===== src/tle_pkg.sv =====
// Types and constants shared by the terminal line edit buffer.
// No dependencies.
`timescale 1ns / 1ps

package tle_pkg;

	localparam logic       OP_KEY        = 1'b0;
	localparam logic       OP_READ       = 1'b1;
	localparam logic [7:0] KEY_BACKSPACE = 8'h08;
	localparam logic [7:0] KEY_RETURN    = 8'h0D;
	localparam int         FILL_W        = 4;

	typedef struct packed {
		logic       operation;
		logic [7:0] key_char;
	} item_t;

	typedef struct packed {
		logic              echo_valid;
		logic [7:0]        echo_char;
		logic              key_stored;
		logic              key_dropped;
		logic              line_complete;
		logic              read_valid;
		logic [7:0]        read_char;
		logic              read_line_end;
		logic [FILL_W-1:0] fill_level;
	} result_t;

	typedef struct packed {
		logic       en;
		logic [7:0] data;
	} ring_wr_t;

endpackage


===== src/tle_ring.sv =====
// Key byte ring storage with one write port and two registered read ports.
// Depends on tle_pkg for the write request type.
`timescale 1ns / 1ps

module tle_ring #(
	parameter int ADDR_W = 3
) (
	input  logic              clk,
	input  tle_pkg::ring_wr_t wr,
	input  logic [ADDR_W-1:0] wr_addr,
	input  logic              rd_en,
	input  logic [ADDR_W-1:0] rd_addr_a,
	input  logic [ADDR_W-1:0] rd_addr_b,
	output logic [7:0]        rd_data_a,
	output logic [7:0]        rd_data_b
);
	import tle_pkg::*;

	localparam int DEPTH = 1 << ADDR_W;

	logic [7:0] mem_q [DEPTH];

	always_ff @(posedge clk) begin
		if (wr.en) begin
			mem_q[wr_addr] <= wr.data;
		end
	end

	// A read that lands on the entry written at the same edge returns the new byte.
	always_ff @(posedge clk) begin
		if (rd_en) begin
			rd_data_a <= (wr.en && wr_addr == rd_addr_a) ? wr.data : mem_q[rd_addr_a];
			rd_data_b <= (wr.en && wr_addr == rd_addr_b) ? wr.data : mem_q[rd_addr_b];
		end
	end

endmodule


===== src/tle_edit.sv =====
// Line edit decision logic: applies one key or read word to the counters.
// Depends on tle_pkg for word types and key codes.
`timescale 1ns / 1ps

module tle_edit #(
	parameter int ADDR_W = 3
) (
	input  tle_pkg::item_t    item,
	input  logic [7:0]        newest,
	input  logic [7:0]        oldest,
	input  logic [ADDR_W:0]   wr_cnt,
	input  logic [ADDR_W:0]   rd_cnt,
	output logic [ADDR_W:0]   wr_cnt_next,
	output logic [ADDR_W:0]   rd_cnt_next,
	output tle_pkg::ring_wr_t wr,
	output tle_pkg::result_t  result
);
	import tle_pkg::*;

	localparam int CNT_W = ADDR_W + 1;

	logic [CNT_W-1:0] level;
	logic [CNT_W-1:0] level_next;

	assign level      = wr_cnt - rd_cnt;
	assign level_next = wr_cnt_next - rd_cnt_next;

	always_comb begin
		wr_cnt_next = wr_cnt;
		rd_cnt_next = rd_cnt;
		wr.en       = 1'b0;
		wr.data     = item.key_char;
		result      = '0;
		case (item.operation)
			OP_KEY: begin
				if (item.key_char == KEY_BACKSPACE) begin
					if (level != '0 && newest != KEY_RETURN) begin
						wr_cnt_next       = wr_cnt - CNT_W'(1);
						result.echo_valid = 1'b1;
						result.echo_char  = item.key_char;
					end
				end else if (level[ADDR_W]) begin
					result.key_dropped = 1'b1;
				end else begin
					wr.en                = 1'b1;
					wr_cnt_next          = wr_cnt + CNT_W'(1);
					result.key_stored    = 1'b1;
					result.echo_valid    = 1'b1;
					result.echo_char     = item.key_char;
					result.line_complete = (item.key_char == KEY_RETURN);
				end
			end
			OP_READ: begin
				if (level != '0) begin
					rd_cnt_next          = rd_cnt + CNT_W'(1);
					result.read_valid    = 1'b1;
					result.read_char     = oldest;
					result.read_line_end = (oldest == KEY_RETURN);
				end
			end
			default: begin
				result = '0;
			end
		endcase
		result.fill_level = FILL_W'(level_next);
	end

endmodule


===== src/tty_line_edit_fifo.sv =====
// Top level of the terminal line edit buffer.
// Depends on tle_pkg, tle_ring and tle_edit.
`timescale 1ns / 1ps

// Takes one key or read word per cycle while item_stall is low and returns one
// result word per word taken: the word waits in the input register, where the ring
// bytes at the newest and oldest positions have already been read, and then moves
// into the result register. A stall on the result side holds the input
// register and then stalls the input side. The ring holds 2**RING_DEPTH_LOG2
// bytes; fill_level shows the low four bits of the count.
module tty_line_edit_fifo #(
	parameter int RING_DEPTH_LOG2 = 3
) (
	input  logic             clk,
	input  logic             arst_n,
	input  logic             item_valid,
	output logic             item_stall,
	input  tle_pkg::item_t   item,
	output logic             result_valid,
	input  logic             result_stall,
	output tle_pkg::result_t result
);
	import tle_pkg::*;

	localparam int ADDR_W = RING_DEPTH_LOG2;
	localparam int CNT_W  = ADDR_W + 1;

	logic             valid_s1;
	item_t            item_s1;
	logic [CNT_W-1:0] wr_cnt_q;
	logic [CNT_W-1:0] rd_cnt_q;
	logic [CNT_W-1:0] wr_cnt_next;
	logic [CNT_W-1:0] rd_cnt_next;
	logic [CNT_W-1:0] wr_cnt_sel;
	logic [CNT_W-1:0] rd_cnt_sel;
	logic [CNT_W-1:0] newest_cnt;
	logic [7:0]       newest;
	logic [7:0]       oldest;
	ring_wr_t         wr_req;
	ring_wr_t         wr;
	result_t          result_d;
	logic             advance;
	logic             accept;

	assign advance    = valid_s1 && (!result_valid || !result_stall);
	assign item_stall = valid_s1 && !advance;
	assign accept     = item_valid && !item_stall;

	assign wr.en      = wr_req.en && advance;
	assign wr.data    = wr_req.data;
	assign wr_cnt_sel = advance ? wr_cnt_next : wr_cnt_q;
	assign rd_cnt_sel = advance ? rd_cnt_next : rd_cnt_q;
	assign newest_cnt = wr_cnt_sel - CNT_W'(1);

	tle_ring #(
		.ADDR_W(ADDR_W)
	) u_ring (
		.clk      (clk),
		.wr       (wr),
		.wr_addr  (wr_cnt_q[ADDR_W-1:0]),
		.rd_en    (accept),
		.rd_addr_a(newest_cnt[ADDR_W-1:0]),
		.rd_addr_b(rd_cnt_sel[ADDR_W-1:0]),
		.rd_data_a(newest),
		.rd_data_b(oldest)
	);

	tle_edit #(
		.ADDR_W(ADDR_W)
	) u_edit (
		.item       (item_s1),
		.newest     (newest),
		.oldest     (oldest),
		.wr_cnt     (wr_cnt_q),
		.rd_cnt     (rd_cnt_q),
		.wr_cnt_next(wr_cnt_next),
		.rd_cnt_next(rd_cnt_next),
		.wr         (wr_req),
		.result     (result_d)
	);

	always_ff @(posedge clk or negedge arst_n) begin
		if (!arst_n) begin
			valid_s1     <= 1'b0;
			result_valid <= 1'b0;
			wr_cnt_q     <= '0;
			rd_cnt_q     <= '0;
		end else begin
			if (accept) begin
				valid_s1 <= 1'b1;
			end else if (advance) begin
				valid_s1 <= 1'b0;
			end
			if (advance) begin
				result_valid <= 1'b1;
				wr_cnt_q     <= wr_cnt_next;
				rd_cnt_q     <= rd_cnt_next;
			end else if (!result_stall) begin
				result_valid <= 1'b0;
			end
		end
	end

	always_ff @(posedge clk) begin
		if (accept) begin
			item_s1 <= item;
		end
		if (advance) begin
			result <= result_d;
		end
	end

endmodule


===== config.mk =====
export PLATFORM = sky130hd
export DESIGN_NAME = tty_line_edit_fifo
export DESIGN_NICKNAME = d
export VERILOG_FILES = /design/src/tle_pkg.sv /design/src/tle_ring.sv /design/src/tle_edit.sv /design/src/tty_line_edit_fifo.sv
export SDC_FILE = /design/constraint.sdc
export NUM_CORES = 1
export LEC_CHECK = 0
export BUFFER_PORTS_ARGS = -buffer_cell sky130_fd_sc_hd__buf_2
export CAP_MARGIN = 20
export CORE_AREA = 2 2 123 125
export DETAILED_ROUTE_END_ITERATION = 8
export DIE_AREA = 0 0 125 127
export SLEW_MARGIN = 20
export SYNTH_ARGS = -nofsm -noshare
export SYNTH_HDL_FRONTEND = slang
export SYNTH_SLANG_ARGS = --single-unit

===== constraint.sdc =====
create_clock -name clk -period 5.8 [get_ports clk]
set_clock_uncertainty 0.05 [all_clocks]
set_input_delay 1.16 -clock clk [delete_from_list [all_inputs] [get_ports clk]]
set_output_delay 1.16 -clock clk [all_outputs]
set_load 0.02 [all_outputs]

==> results.json <==
{
  "antennaDiodeCount": 0,
  "p_per_area_nw_per_um2": 574,
  "synth_nets": 559,
  "place_congestion": 0.879,
  "wl_per_cell_um": 22.0,
  "rows": 44,
  "wl_um": 16900,
  "cts_resized": 0,
  "path_common_cell": "inv_1",
  "startpoint_type": "flop",
  "critPathKind": "reg -> reg",
  "whs_ns": 0.441,
  "cts_tree": "built",
  "clkTransAtPathRegs_ns": 0.06,
  "cp-end-kind": "flop",
  "grt_max_degree": 34,
  "tightest_slew_ns": 1.16,
  "ys_seq_area_share_pct": 57.8,
  "cts_buffer_depth": 2,
  "ys.flop_type": "edfxtp_1",
  "synth_cells": 535,
  "drc": 0,
  "yosysTopAreaCell": "edfxtp_1",
  "setup_viol": 0,
  "cts_hold_buf": 0,
  "path_cells": "inv_1, ha_1, inv_1, fa_1, nor3b_1, nand3_1, a311o_2, and2_1, buf_4, a2111oi_0, or4_1, mux2i_1",
  "layout_min_cycle_time_ns": 4.70,
  "crit_path_max_incr_delay_ns": 0.68,
  "fmax_mhz": 213,
  "avgSynthCellArea_um2": 12.0,
  "dieHeight_um": 127,
  "initial_core_util_pct": 44.4,
  "ioPinCount": 41,
  "nets": 594,
  "chipWidth_um": 125,
  "status": "complete, no violations",
  "post-cts-setup-buffer-count": 0,
  "critPathMaxFanout": 33,
  "p_leak_nw": 2.66,
  "cts_buffers": 17,
  "finalWorstSetupSlack_ns": 1.10,
  "synth.cell_area_um2": 6410,
  "ant_nets": 0,
  "synth_seq_cells": 125,
  "drv_cap": 0,
  "final_common_cell": "edfxtp_1",
  "antenna_found_initial": 0,
  "gr-total-overflow": 0,
  "async_flop_share_pct": 8.00,
  "hold_path.class": "reg -> reg",
  "synth_top_area_share_pct": 53.9,
  "place_ws_ns": 1.18,
  "clk_latency_ns": 0.42,
  "dp_hpwl_um": 10900,
  "finalHoldViolCount": 0,
  "fin_crit_sh_pct": 81.1,
  "yosys-top-cells-area": "edfxtp_1 54%, nand3_1 5.7%, dfrtp_1 3.9%",
  "synth-edff-count": 115,
  "setup_tns_ns": 0,
  "crit_family": "simple AND/OR/NAND/NOR gates",
  "die_area_um2": 15900,
  "maxSlewViolCount": 0,
  "cp.required_ns": 5.91,
  "viasPerCell": 6.26,
  "vias": 4803,
  "final_cell_mix": "115 x edfxtp_1, 73 x nand3_1, 40 x buf_2, 35 x o21ai_0, 31 x a21boi_0",
  "track_usage_pct": 21.9,
  "rsz0062_at_grt": "no",
  "cp.arrival_ns": 4.81,
  "firstDrtPassIters": 7,
  "layout-drive-gt1-share_pct": 17.8,
  "grt_pass1_wl_um": 26400,
  "fin_util_pct": 51.5,
  "fillers": 1240,
  "peakVddDrop_v": 0.000293,
  "area_delta_synth_final_pct": 15.9,
  "first_iter_violations": 646,
  "cts.sinks": 125,
  "maxSlewHeadroom_pct": 22.4,
  "worstPathBufferInverterCount": 3,
  "root_buffer": "clkbuf_16",
  "core_um2": 14400,
  "synth_cell_types": 54,
  "htreeDepth": 4,
  "first_global_vias": 4594,
  "critPathSlowestCell": "dfrtp_1",
  "yosysWarnings": 0,
  "portBuffers": 40
}
## power by group
part / switching [mW] / leakage (nW) / internal, mW
clock: 0.382 / 0.289 / 0.714
sequential: 0.147 / 1.19 / 1.25
combinational: 1.13 / 1.19 / 0.640
## area by class of cell
cell class / count / area [µm²] / area share [%]
Sequential cell: 125 / 3700 / 49.9
Multi-Input combinational cell: 349 / 2480 / 33.5
Clock buffer: 20 / 437 / 5.88
Timing Repair Buffer: 52 / 298 / 4.01
Tap cell: 184 / 230 / 3.10
Clock inverter: 12 / 170 / 2.29
Inverter: 25 / 104 / 1.40
## flip-flops by register name (all words and copies together) (netlist names)
register / cells
u_ring.mem_q: 64
result: 26
item_s1: 9
u_ring.rd_data_a: 8
u_ring.rd_data_b: 8
rd_cnt_q: 4
wr_cnt_q: 4
result_valid: 1
valid_s1: 1
## logic make-up (layout without fill, tap and decap cells)
family | count (synthesis) | after routing | synth area share, %
buffers and inverters | 61 | 109 | 4.76
AND/OR/NAND/NOR | 173 | 173 | 15.5
XOR/XNOR | 20 | 20 | 2.73
flip-flops | 125 | 125 | 57.8
AO/OA/AOI/OAI | 129 | 129 | 14.4
multiplexers | 16 | 16 | 2.50
adder cells (fa/ha/maj) | 11 | 11 | 2.38
## synthesized netlist by cell type, drive strengths merged (3+ instances only)
master and instances:
or4 10, nand3 74, and3 5, xor2 4, edfxtp 115, buf 14, inv 23, xnor2 16
ha 9, a21oi 8, nor2 10, a31oi 3, nor4 7, clkbuf 22, nand4 14, and2 20
dfrtp 10, o21ai 38, a21o 6, mux2i 16, a21boi 33, nor3 6, o31ai 3, a2111oi 32
nand2 15
## metrics by stage
step                cell area, µm²  total power, mW  cells
global route                  7430             4.52    767
global placement              6800             3.10    734
CTS                           7410             4.25    766
finish                        7430             4.26    767
floorplan                     6410             2.71    535
detailed placement            6800             3.15    734
## path summary, 6_finish.rpt
check / startpoint / end / slack [ns] / cells after the start
hold / removal: valid_s1 / result_valid / 0.44 / 1
min in group asynchronous: arst_n / rd_cnt_q[3] / 0.56 / 1
setup reg to reg: wr_cnt_q[0] / u_ring.rd_data_a[4] / 1.10 / 12
setup / recovery: wr_cnt_q[0] / u_ring.rd_data_a[4] / 1.10 / 12
max in group asynchronous: arst_n / rd_cnt_q[1] / 4.93 / 1
hold reg to reg: valid_s1 / result_valid / 0.44 / 1
## per-layer routing
metal	global-route usage [%]	part of all wire, %	vias up
met5	0	0	-
met4	11.7	4.0	0
met1	28.6	42	2353
li1	-	-	2150
met3	5.15	7.3	51
met2	34.3	47	249
(Power assumes the default switching activity.)
